===== src/rtl/core/kpad_pkg.sv =====
package kpad_pkg;

    localparam int TABLE_ENTRIES   = 14;
    localparam int DEFINED_ENTRIES = 14;
    localparam int SCAN_LIMIT      = (TABLE_ENTRIES > DEFINED_ENTRIES) ?
                                     DEFINED_ENTRIES : TABLE_ENTRIES;

    localparam int WORD_W    = 32;
    localparam int TICK_W    = 32;
    localparam int DELAY_W   = 16;
    localparam int KEY_IDX_W = 4;
    localparam int CFG_IDX_W = 1;
    localparam int DOWN_W    = 1 << KEY_IDX_W;

    localparam logic [CFG_IDX_W-1:0] CFG_FIRST_DELAY  = 1'd0;
    localparam logic [CFG_IDX_W-1:0] CFG_REPEAT_DELAY = 1'd1;

    localparam logic [DELAY_W-1:0] FIRST_DELAY_RST  = 16'd500;
    localparam logic [DELAY_W-1:0] REPEAT_DELAY_RST = 16'd175;

    localparam logic [KEY_IDX_W-1:0] KEY_NONE = '0;

    // Entry i reads group one when bit i is set, group two otherwise
    localparam logic [DEFINED_ENTRIES-1:0] KEY_IN_GROUP1 = 14'b00_0000_0100_0000;

    localparam logic [WORD_W-1:0] KEY_MASK [DEFINED_ENTRIES] = '{
        32'h0000_2000, 32'h0000_0100, 32'h0000_0200,
        32'h0000_0800, 32'h0000_0400, 32'h0000_1000,
        32'h1000_0000, 32'h0000_8000, 32'h0000_4000,
        32'h0000_0010, 32'h0000_0020, 32'h0000_000C,
        32'h0000_0008, 32'h0000_0004
    };

    typedef struct packed {
        logic [WORD_W-1:0] keys_group1;
        logic [WORD_W-1:0] keys_group2;
        logic [TICK_W-1:0] tick_now;
        logic              clear_repeat;
    } t_in;

    typedef struct packed {
        logic [KEY_IDX_W-1:0] pressed_index;
        logic [KEY_IDX_W-1:0] clicked_index;
        logic [KEY_IDX_W-1:0] repeat_index;
    } t_out;

    // down[k] is set when table entry k (1-based) is down now; down[0] stays 0
    typedef struct packed {
        logic [KEY_IDX_W-1:0] pressed;
        logic [KEY_IDX_W-1:0] clicked;
        logic [DOWN_W-1:0]    down;
    } t_scan;

endpackage


===== src/rtl/core/kpad_scan.sv =====
module kpad_scan
    import kpad_pkg::*;
(
    input  logic [WORD_W-1:0] i_now_group1,
    input  logic [WORD_W-1:0] i_now_group2,
    input  logic [WORD_W-1:0] i_prev_group1,
    input  logic [WORD_W-1:0] i_prev_group2,
    output t_scan             o_scan
);

    logic [DEFINED_ENTRIES-1:0] now_down;
    logic [DEFINED_ENTRIES-1:0] prev_down;

    always_comb begin
        for (int i = 0; i < DEFINED_ENTRIES; i++) begin
            if (KEY_IN_GROUP1[i]) begin
                now_down[i]  = (i_now_group1  & KEY_MASK[i]) == '0;
                prev_down[i] = (i_prev_group1 & KEY_MASK[i]) == '0;
            end else begin
                now_down[i]  = (i_now_group2  & KEY_MASK[i]) == '0;
                prev_down[i] = (i_prev_group2 & KEY_MASK[i]) == '0;
            end
        end
    end

    // Walk from the lowest priority up so the first entry wins
    always_comb begin
        o_scan.pressed = KEY_NONE;
        o_scan.clicked = KEY_NONE;
        o_scan.down    = '0;
        for (int i = SCAN_LIMIT - 1; i >= 0; i--) begin
            o_scan.down[i+1] = now_down[i];
            if (now_down[i]) begin
                o_scan.pressed = KEY_IDX_W'(i + 1);
            end
            if (now_down[i] && !prev_down[i]) begin
                o_scan.clicked = KEY_IDX_W'(i + 1);
            end
        end
    end

endmodule


===== src/rtl/core/keypad_click_and_autorepeat_core.sv =====
// Channel   Direction  Handshake                  Beat
// -------   ---------  -------------------------  ------------------------------
// in        input      i_in_valid / o_in_ready    t_in: two key words, tick, clear
// out       output     o_out_valid / i_out_ready  t_out: pressed, clicked, repeat
// cfg       input      i_cfg_we (no wait)         index 0 first_delay, 1 repeat
//
// Two stages: input register, then scan and repeat timer into the result register.
// One poll per cycle unless results stall; a poll goes via input to result register.
// Synchronous active-low reset clears state and restores delays to 500 and 175.
// A stalled result holds in its register; the input register keeps one more poll.
module keypad_click_and_autorepeat_core
    import kpad_pkg::*;
(
    input  logic                 i_clk,
    input  logic                 i_rst_n,
    input  logic                 i_in_valid,
    output logic                 o_in_ready,
    input  t_in                  i_in,
    output logic                 o_out_valid,
    input  logic                 i_out_ready,
    output t_out                 o_out,
    input  logic                 i_cfg_we,
    input  logic [CFG_IDX_W-1:0] i_cfg_index,
    input  logic [DELAY_W-1:0]   i_cfg_data
);

    logic                 r_in_valid;
    t_in                  r_in;
    logic                 r_out_valid;
    t_out                 r_out;

    logic [DELAY_W-1:0]   r_first_delay;
    logic [DELAY_W-1:0]   r_repeat_delay;
    logic [WORD_W-1:0]    r_prev_group1;
    logic [WORD_W-1:0]    r_prev_group2;
    logic [KEY_IDX_W-1:0] r_held_key;
    logic [TICK_W-1:0]    r_last_emit;
    logic                 r_repeating;

    logic [KEY_IDX_W-1:0] n_held_key;
    logic [TICK_W-1:0]    n_last_emit;
    logic                 n_repeating;
    t_out                 n_out;

    logic                 advance;
    t_scan                scan;
    logic [KEY_IDX_W-1:0] held_eff;
    logic [TICK_W-1:0]    elapsed;
    logic [DELAY_W-1:0]   delay;

    assign advance     = r_in_valid && (!r_out_valid || i_out_ready);
    assign o_in_ready  = !r_in_valid || advance;
    assign o_out_valid = r_out_valid;
    assign o_out       = r_out;

    kpad_scan u_scan (
        .i_now_group1  (r_in.keys_group1),
        .i_now_group2  (r_in.keys_group2),
        .i_prev_group1 (r_prev_group1),
        .i_prev_group2 (r_prev_group2),
        .o_scan        (scan)
    );

    assign held_eff = r_in.clear_repeat ? KEY_NONE : r_held_key;
    assign elapsed  = r_in.tick_now - r_last_emit;
    assign delay    = r_repeating ? r_repeat_delay : r_first_delay;

    always_comb begin
        n_held_key          = held_eff;
        n_last_emit         = r_last_emit;
        n_repeating         = r_repeating;
        n_out.pressed_index = scan.pressed;
        n_out.clicked_index = scan.clicked;
        n_out.repeat_index  = KEY_NONE;
        if (scan.clicked != KEY_NONE) begin
            n_held_key         = scan.clicked;
            n_repeating        = 1'b0;
            n_last_emit        = r_in.tick_now;
            n_out.repeat_index = scan.clicked;
        end else if (held_eff != KEY_NONE && scan.down[held_eff]) begin
            if (elapsed > TICK_W'(delay)) begin
                n_repeating        = 1'b1;
                n_last_emit        = r_in.tick_now;
                n_out.repeat_index = held_eff;
            end
        end else begin
            // drop a released key; repeating waits for the next click
            n_held_key = KEY_NONE;
        end
    end

    always_ff @(posedge i_clk) begin
        if (!i_rst_n) begin
            r_in_valid     <= 1'b0;
            r_out_valid    <= 1'b0;
            r_first_delay  <= FIRST_DELAY_RST;
            r_repeat_delay <= REPEAT_DELAY_RST;
            r_prev_group1  <= '0;
            r_prev_group2  <= '0;
            r_held_key     <= KEY_NONE;
            r_last_emit    <= '0;
            r_repeating    <= 1'b0;
        end else begin
            if (i_cfg_we) begin
                case (i_cfg_index)
                    CFG_FIRST_DELAY:  r_first_delay  <= i_cfg_data;
                    CFG_REPEAT_DELAY: r_repeat_delay <= i_cfg_data;
                    default: ;
                endcase
            end
            if (o_in_ready) begin
                r_in_valid <= i_in_valid;
            end
            if (advance) begin
                r_out_valid   <= 1'b1;
                r_prev_group1 <= r_in.keys_group1;
                r_prev_group2 <= r_in.keys_group2;
                r_held_key    <= n_held_key;
                r_last_emit   <= n_last_emit;
                r_repeating   <= n_repeating;
            end else if (i_out_ready) begin
                r_out_valid <= 1'b0;
            end
        end
    end

    always_ff @(posedge i_clk) begin
        if (i_in_valid && o_in_ready) begin
            r_in <= i_in;
        end
        if (advance) begin
            r_out <= n_out;
        end
    end

endmodule


===== config.mk =====
export PLATFORM = sky130hd
export DESIGN_NAME = keypad_click_and_autorepeat_core
export DESIGN_NICKNAME = d
export VERILOG_FILES = /design/src/rtl/core/kpad_pkg.sv /design/src/rtl/core/kpad_scan.sv /design/src/rtl/core/keypad_click_and_autorepeat_core.sv
export SDC_FILE = /design/constraint.sdc
export NUM_CORES = 1
export LEC_CHECK = 0
export ABC_AREA = 1
export BUFFER_PORTS_ARGS = -buffer_cell sky130_fd_sc_hd__buf_2
export CORE_MARGIN = 10
export CORE_UTILIZATION = 29
export CTS_CLUSTER_SIZE = 24
export DETAILED_ROUTE_END_ITERATION = 8
export PLACE_DENSITY = 0.51
export SKIP_CTS_REPAIR_TIMING = 1
export SLEW_MARGIN = 30
export SYNTH_ARGS = -nofsm -noshare
export SYNTH_HDL_FRONTEND = slang
export SYNTH_SLANG_ARGS = --single-unit

===== constraint.sdc =====
create_clock -name i_clk -period 3.05 [get_ports i_clk]
set_input_delay 0.61 -clock i_clk [delete_from_list [all_inputs] [get_ports i_clk]]
set_output_delay 0.61 -clock i_clk [all_outputs]
set_load 0.05 [all_outputs]

-- Word level (Yosys, flattened, before mapping)
Cells that the tools add are included.
- reduce and logical (&&, ||, !) cells: 73
- bitwise logic cells: 1
- add/sub/neg operators: 1
- multiplexer cells: 44
- $lt $le $gt $ge: 2
- operators by type and width (operator ; number):
    $logic_not A32 Y1 ; 28
    $mux W4 ; 27
    $mux W32 ; 3
    $gt A32 B16 Y1 ; 1
    $sub A32 B32 Y32 ; 1
    $logic_and A1 B1 Y1 ; 17
    $logic_not A1 Y1 ; 16
    $mux W16 ; 1
    $mux W3 ; 4
    $reduce_bool A4 Y1 ; 2
    $reduce_or A7 Y1 ; 1
    $mux W1 ; 6
    $reduce_bool A2 Y1 ; 3
    $lt A4 B5 Y1 const B ; 1
    $bmux W1 S4 ; 1
    $mux W2 ; 2
    $reduce_and A2 Y1 ; 2
    $reduce_and A3 Y1 ; 1
    $reduce_or A3 Y1 ; 1
    $logic_or A1 B1 Y1 ; 2
    $not A1 Y1 ; 1
- input bits: 119
- register bits after elaboration: 206
- output and inout port bits: 14
- word-level logic and storage cells: 139

-- Logic depth before layout (Yosys ltp)
Gate-level depths: netlist (run 1).
- depth after elaboration: 20
- depth in mapped cells: 31
- depth with buffers taken out: 29

-- Hierarchy
From an unflattened synthesis (run 1), not the netlist that was laid out.
- cell total of the unflattened synthesis: 1528
- area, all modules: 11841.4 µm²
- modules (own cells, without submodules) (module ; cells each ; sequential area each (µm²) ; times used ; area an instance (µm²)):
    keypad_click_and_autorepeat_core ; 1446 ; 5975.7 ; 1 ; 11478.5
    kpad_scan ; 82 ; 0.0 ; 1 ; 362.8

-- Worst setup path after synthesis (run 1)
Ideal clock, no wire load.
- path kind: register to register
- start point: reg r_in[6] in the netlist's numbering
- end point: reg r_last_emit[10]
- path slack: -195 ps
- arrival: 3132 ps
- data required time: 2937 ps
- stages on the path, launching flop included: 27
- cells stage by stage: edfxtp_1 -> ha_1 -> nand2_1 -> inv_1 -> a21oi_1 -> nand2_2 -> nand2_1 -> nand2_2 -> xor2_1 -> ha_1 -> nand2_1 -> nor2_1 -> nand3_1 -> nor2_1 -> nand4_1 -> nand2_1 -> nand3_1 -> nor2_1 -> nand2_1 -> nor2_2 -> nand2_2 -> nand2_1 -> nand2_1 -> buf_6 -> buf_2 -> nor2_1 -> nor2_1
- cells in the longest elaborated chain, start to end: 4
- RTL lines (item ; line ; RTL):
    from (decl) ; keypad_click_and_autorepeat_core.sv:28 ; t_in r_in;
    from (signal assigned) ; keypad_click_and_autorepeat_core.sv:129 ; r_in <= i_in;
    $sub A32 B32 Y32 ; keypad_click_and_autorepeat_core.sv:65 ; assign elapsed = r_in.tick_now - r_last_emit;
    $gt A32 B16 Y1 ; keypad_click_and_autorepeat_core.sv:81 ; if (elapsed > TICK_W'(delay)) begin
    $reduce_bool A2 Y1 (no source line) ; - ;
    $reduce_and A3 Y1 (no source line) ; - ;
    to (signal assigned) ; keypad_click_and_autorepeat_core.sv:119 ; r_last_emit <= n_last_emit;
    to (decl) ; keypad_click_and_autorepeat_core.sv:37 ; logic [TICK_W-1:0] r_last_emit;
Every way passes these cells.
A chain may end at the register's enable or synchronous reset.

-- Worst setup path in the final report (run 1)
- start point: reg r_in[1] in the netlist's numbering
- end point: reg r_last_emit[9]
The elaborated chain is that of the path after synthesis.

==> results of run 1 <==
==> cells by family after synthesis <==
kind of cell | Yosys count | synth area share, %
buf+inv | 262 | 12.0
flops | 142 | 40.2
fa+ha+maj | 48 | 7.14
simple gates | 653 | 30.3
mux | 15 | 1.76
xor+xnor | 15 | 1.54
compound gates | 113 | 7.08
==> registers in the layout, summed over array words and instances, names as in the netlist <==
register,flops
r_first_delay,16
r_held_key,4
r_in,46
r_last_emit,32
r_repeating,1
r_prev_group2,12
o_out_valid,1
o_out,12
r_in_valid,1
r_prev_group1,1
r_repeat_delay,16
==> power by group through the flow <==
stage | clock [mW] | sequential [mW] | combinational, mW
final | 2.19 | 2.22 | 2.00
after global routing | 2.32 | 2.24 | 2.28
after CTS | 2.26 | 2.22 | 1.85
after detailed placement | 0 | 2.26 | 1.83
after global placement | 0 | 2.26 | 1.81
after floorplan | 0 | 2.28 | 1.21
==> layer usage <==
layer  GRT usage (%)  part of all wire (%)  up-vias
met3            2.70                   3.8       19
met2            20.0                    45      132
met5               0                     0        -
met4            3.31                   1.5        0
met1            17.0                    49     3571
li1                -                     -     4157
==> cell type report <==
cell class	count	area share [%]
Timing Repair Buffer	156	9.96
Sequential cell	142	31.0
Clock inverter	14	1.61
Multi-Input combinational cell	844	41.1
Clock buffer	18	3.89
Tap cell	384	4.35
Inverter	237	8.05
==> critical path: cells and delay by family (launching register included) <==
kind,cells,cell delay [ns]
XOR/XNOR,1,0.07
adder cells (fa/ha/maj),3,0.76
buffers and inverters,4,0.49
AND/OR/NAND/NOR,19,1.68
flip-flops,1,0.34
==> worst paths after layout <==
kind / to / slack [ns]
worst max-delay path: r_last_emit[9] / -0.42
worst min-delay path: r_in[25] / 0.35
worst max register to register: r_last_emit[9] / -0.42
worst min register to register: r_first_delay[5] / 0.46
==> metrics by stage <==
stage | area (um^2) | utilization [%] | worst slack, ns
6_report | 11000 | 38.3 | -0.420
4_1_cts | 10600 | 36.9 | -0.590
3_3_place_gp | 10000 | 34.8 | -0.482
2_1_floorplan | 8740 | - | -0.0648
3_5_place_dp | 10000 | 34.8 | -0.539
5_1_grt | 11000 | 38.3 | -0.758
==> layout by cell type (no fill, tap or decap), drive strengths merged <==
master,instances
xnor2,1
clkinvlp,4
xor2,14
a21oi,45
edfxtp,58
a2111oi,1
clkbuf,22
dfxtp,84
o21ai,51
nor3,3
a31oi,8
nand3,55
and3,1
inv,242
nor2,171
fa,1
o21bai,2
nand2,409
nand4,8
buf,152
o311ai,1
a211oi,1
ha,47
mux2i,15
o22ai,1
and2,3
bufinv,2
a221oi,3
nor4,2
clkinv,3
nand3b,1
==> qor.yml, run 1 <==
min_path:
  min_path_cells: 1
  min_from: "i_in[25]"
  hold_path.class: "primary input to register"
timing:
  fin_setup_tns_ns: -14.66
  tightest_slew_ns: 0.811
  layout_min_cycle_time_ns: 3.47
  holdWs_ns: 0.346
  hold_viol: 0
  max_freq_mhz: 288
  rsz0062_at_grt: "yes"
  fin_ws_ns: -0.420
  maxSlewViolCount: 0
  finClkSkew_ns: 0.0153
  post-route-period-util_pct: 114
  max_slew_margin_pct: 45.9
  setup_viol: 37
pwr:
  p_int_mw: 4.20
  pwr-share-seq_pct: 34.7
  peakVddDrop_v: 0.000374
  power_density_nw_per_um2: 580
  power.leakage_nw: 5.57
  comb_power_share_pct: 31.2
  p_sw_mw: 2.20
  swShare_pct: 34.3
  finalPower_mw: 6.40
  pwr-share-clk_pct: 34.1
clocking:
  path_clk_slew_ns: 0.07
  clock-sinks: 142
  cts_tree: "yes"
  cts-buffers-inserted: 17
  cts-root-buf: "clkbuf_16"
  htree_levels: 4
  insertion_delay_ns: 0.44
  clk_path_buf_depth: 2
global_routing:
  grt_pass1_wl_mm: 37.2
  grtUsageTotal_pct: 12.6
  grt_overflow: 0
  grt_pass1_vias: 7444
  grt_max_degree: 50
  antenna_found_initial: 0
setup_path:
  crit_path_end_kind: "register"
  cp.arrival_ns: 3.79
  max_stage_delay_ns: 0.34
  r2r-start: "r_in[1]"
  reg2reg_depth: 27
  cpMaxStageDelayCell: "edfxtp_1"
  crit_fanout: 8
  crit_type: "register to register"
  required_ns: 3.37
  cp-startpoint: "r_in[1]"
  critPathLaunchType: "register"
  cpMostUsedCell: "nand3_2"
synthesis:
  synth.largest_area_cell: "edfxtp_1"
  synth_seq_cells: 142
  ys_types: 34
  async_flop_share_pct: 0
  synth_area_um2: 8520
  syn_inst: 1248
  postSynthAreaPerCell_um2: 6.83
  synth_edf_count: 58
  synth_most_common_cell: "nand2_1"
  synth_common_cells: "401 x nand2_1, 236 x inv_1, 170 x nor2_1"
  yosysSeqAreaShare_pct: 40.2
  ys.flop_type: "dfxtp_1"
  synth.area.top_cells: "edfxtp_1 20%, dfxtp_1 20%, nand2_1 18%, inv_1 10%, nor2_1 7.5%"
  ys_warn_count: 0
  synth_top_area_share_pct: 20.4
  syn-num-nets: 1415
floorplan:
  fp.dieH_um: 191
  core_um2: 28900
  die_x_um: 191
  start_util_pct: 29.5
  ios: 133
  die-area_um2: 36600
  row_count: 62
place:
  gp_congestion: 0.868
  portBuffers: 81
  dp_hpwl_mm: 17.2
  placed_cells: 1755
cells_and_area:
  drive_above_1_share_pct: 19.9
  nets: 1565
  regArea_um2: 3420
  final_cells: 1795
  multi_input_area_um2: 4540
  n_fill_cell: 3090
  synthToLayoutAreaGrowth_pct: 29.6
  diodes: 0
route:
  avgRoutedWirePerCell_um: 13.4
  vias_per_cell: 4.39
  totalWireLength_mm: 24.0
  first_iter_violations: 452
  num_vias: 7879
  drc: 0
  dr.pass1.iters: 6
  detail-route-antenna-nets: 0
run:
  cap_violations: 0
run_status:
  status: "complete, but fails checks"
  violations: "negative setup slack"
No activity file was read; power rests on OpenSTA's default activity.
==> run 2: changes to the inputs <==
--- a/config.mk
+++ b/config.mk
@@ -5,7 +5,6 @@
 export SDC_FILE = /design/constraint.sdc
 export NUM_CORES = 1
 export LEC_CHECK = 0
-export ABC_AREA = 1
 export BUFFER_PORTS_ARGS = -buffer_cell sky130_fd_sc_hd__buf_2
 export CORE_MARGIN = 10
 export CORE_UTILIZATION = 29
==> run 2 against run 1 <==
Net effect: the flow still finishes with violations (negative setup slack); critical path depth fell by 5; sequential share of layout area grew 2.3 points; clock skew about the same; first-iteration DRC count decreased by 15%; hold slack gained 0.00083 ns; combinational power decreased by 34%; synthesized cell count is 28% lower; worst setup slack worse by 1.2 ns; wire length decreased by 13%; sequential power fell by 2%.
==> qor.yml, run 2 <==
timing:
  hold_viol: 0  # unchanged
  fin_setup_tns_ns: -56.46  # -41.80 ns
  holdWs_ns: 0.347  # +0.000826 ns
  rsz0062_at_grt: "yes"
  layout_min_cycle_time_ns: 4.64  # +1.17 ns
  max_freq_mhz: 216  # -25%
  finClkSkew_ns: 0.0152  # -0.000129 ns
  fin_ws_ns: -1.59  # -1.17 ns
  tightest_slew_ns: 0.721  # -0.0904 ns
  post-route-period-util_pct: 152  # +38 points
  maxSlewViolCount: 0  # unchanged
  setup_viol: 37  # unchanged
  max_slew_margin_pct: 51.9  # +6.0 points
run:
  cap_violations: 0  # unchanged
synthesis:
  yosysSeqAreaShare_pct: 43.0  # +2.9 points
  postSynthAreaPerCell_um2: 8.84  # +29%
  synth_common_cells: "203 x nand2_1, 84 x dfxtp_1, 58 x edfxtp_1"
  synth_top_area_share_pct: 21.9  # +1.5 points
  ys.flop_type: "dfxtp_1"
  synth_edf_count: 58  # unchanged
  async_flop_share_pct: 0  # unchanged
  synth.area.top_cells: "edfxtp_1 22%, dfxtp_1 21%, nand2_1 9.6%, ha_1 7.4%, mux2i_1 6.8%"
  synth_most_common_cell: "nand2_1"
  synth_seq_cells: 142  # unchanged
  synth.largest_area_cell: "edfxtp_1"
  syn_inst: 900  # -28%
  ys_types: 59  # +74%
  synth_area_um2: 7960  # -6.6%
  ys_warn_count: 0  # unchanged
  syn-num-nets: 1067  # -25%
setup_path:
  cp.arrival_ns: 4.82  # +1.03 ns
  r2r-start: "r_in[1]"
  crit_buf_inv: 2  # -2
  crit_type: "register to register"
  critPathLaunchType: "register"
  crit_family: "compound AO/OA/AOI/OAI gates"
  crit_fanout: 4  # -4
  cp-startpoint: "r_in[1]"
  required_ns: 3.23  # -0.14 ns
  worstPathCellList: "inv_1, ha_1, fa_2, nand2b_1, and2_4, o31ai_4, a21o_1, a21oi_2, xnor2_1, ha_1, nand4_1, nor2_1, a221o_1, nor3_2, a21oi_2, a2111oi_2, and4_1, nand4_1, o41ai_4, buf_4, nor2_4, a31o_1"
  crit_path_end_kind: "register"
  max_stage_delay_ns: 0.42  # +0.08 ns
  cpMaxStageDelayCell: "o41ai_4"
min_path:
  min_from: "i_in[3]"
  hold_path.class: "primary input to register"
route:
  dr.pass1.iters: 5  # -1
  detail-route-antenna-nets: 0  # unchanged
  totalWireLength_mm: 20.9  # -13%
  vias_per_cell: 4.73  # +7.8%
  avgRoutedWirePerCell_um: 14.6  # +9.2%
  first_iter_violations: 384  # -15%
  drc: 0  # unchanged
  num_vias: 6767  # -14%
pwr:
  p_sw_mw: 1.70  # -22%
  pwr-share-clk_pct: 38.3  # +4.2 points
  power.leakage_nw: 4.13  # -26%
  pwr-share-seq_pct: 38.2  # +3.5 points
  peakVddDrop_v: 0.000303  # -19%
  finalPower_mw: 5.67  # -11%
  p_int_mw: 3.97  # -5.7%
  comb_power_share_pct: 23.5  # -7.7 points
  power_density_nw_per_um2: 552  # -4.8%
  swShare_pct: 30.1  # -4.3 points
floorplan:
  die_x_um: 186  # -3.0%
  fp.dieH_um: 186  # -3.0%
  core_um2: 27000  # -6.6%
  start_util_pct: 29.5  # about the same
  die-area_um2: 34500  # -6.0%
  row_count: 60  # -3.2%
  ios: 133  # unchanged
global_routing:
  grt_max_degree: 61  # +22%
  grt_overflow: 0  # unchanged
  grtUsageTotal_pct: 12.1  # -0.47 points
  antenna_found_initial: 0  # unchanged
  grt_pass1_wl_mm: 33.5  # -10%
  grt_pass1_vias: 6709  # -9.9%
clocking:
  clk_path_buf_depth: 2  # unchanged
  cts-root-buf: "clkbuf_16"
  cts-buffers-inserted: 17  # unchanged
  clock-sinks: 142  # unchanged
  path_clk_slew_ns: 0.07  # about the same
  insertion_delay_ns: 0.43  # about the same
  htree_levels: 4  # unchanged
  cts_tree: "yes"
cells_and_area:
  synthToLayoutAreaGrowth_pct: 29.1
  layout_commonest_cell: "nand2_1"
  drive_above_1_share_pct: 24.0  # +4.1 points
  diodes: 0  # unchanged
  multi_input_area_um2: 4240  # -6.7%
  reg_top3: "r_in (46), r_last_emit (32)"
  layout_common_cells: "203 x nand2_1, 119 x buf_4, 84 x dfxtp_1, 80 x buf_2, 58 x edfxtp_1"
  nets: 1243  # -21%
  largest-register: "r_in"
  final_cells: 1430  # -20%
  n_fill_cell: 2718  # -12%
  stdcell_area_um2: 10300  # -7.0%
  regArea_um2: 3420  # unchanged
  largest_reg_flops: 46  # unchanged
  fin_util_pct: 38.1  # -0.17 points
place:
  gp_congestion: 0.836  # -3.6%
  placed_cell_area_um2: 9550  # -4.8%
  placed_cells: 1392  # -21%
  portBuffers: 81  # unchanged
  pre_cts_slack_ns: -1.60  # -1.06 ns
  dp_hpwl_mm: 15.3  # -11%
run_status:
  status: "complete, but fails checks"
  violations: "negative setup slack"
run 2: layer usage:
layer	wire length (um)	track usage, %	part of all wire [%]	vias up
li1	-	-	-	3488
met1	10000	15.8	48	3139
met2	9830	19.6	47	124
met3	758	2.38	3.6	16
met4	308	4.16	1.5	0
met5	0	0	0	-
run 2: cell families after synthesis:
group                      count (synthesis)  share of synthesized area (%)
DFF                                      142                           43.0
and+or+nand+nor                          340                           18.6
adders and majority gates                 48                           7.64
buffers and inverters                     91                           4.59
muxes                                     55                           6.94
AOI/OAI and AO/OA                        196                           16.2
xor gates and xnor gates                  28                           3.08
run 2: area by class of cell:
class,count,share of cell area (%)
multi-input combinational,667,41.3
inverter,44,1.61
sequential,142,33.3
clock buffer,17,4.14
clock inverter,15,1.85
tap,341,4.15
timing repair buffer,204,13.6
run 2: worst paths after layout:
kind | endpoint | slack [ns] | depth (start not counted)
max | o_out[2] | -1.59 | 22
min | r_in[3] | 0.35 | 1
max reg2reg | o_out[2] | -1.59 | 22
min reg2reg | r_last_emit[12] | 0.46 | 2
run 2: power groups by stage:
stage	clock (mW)	sequential [mW]	combinational (mW)
6_report	2.17	2.17	1.33
5_1_grt	2.32	2.18	1.50
4_1_cts	2.24	2.17	1.30
3_5_place_dp	0	2.21	1.29
3_3_place_gp	0	2.21	1.27
2_1_floorplan	0	2.22	0.767
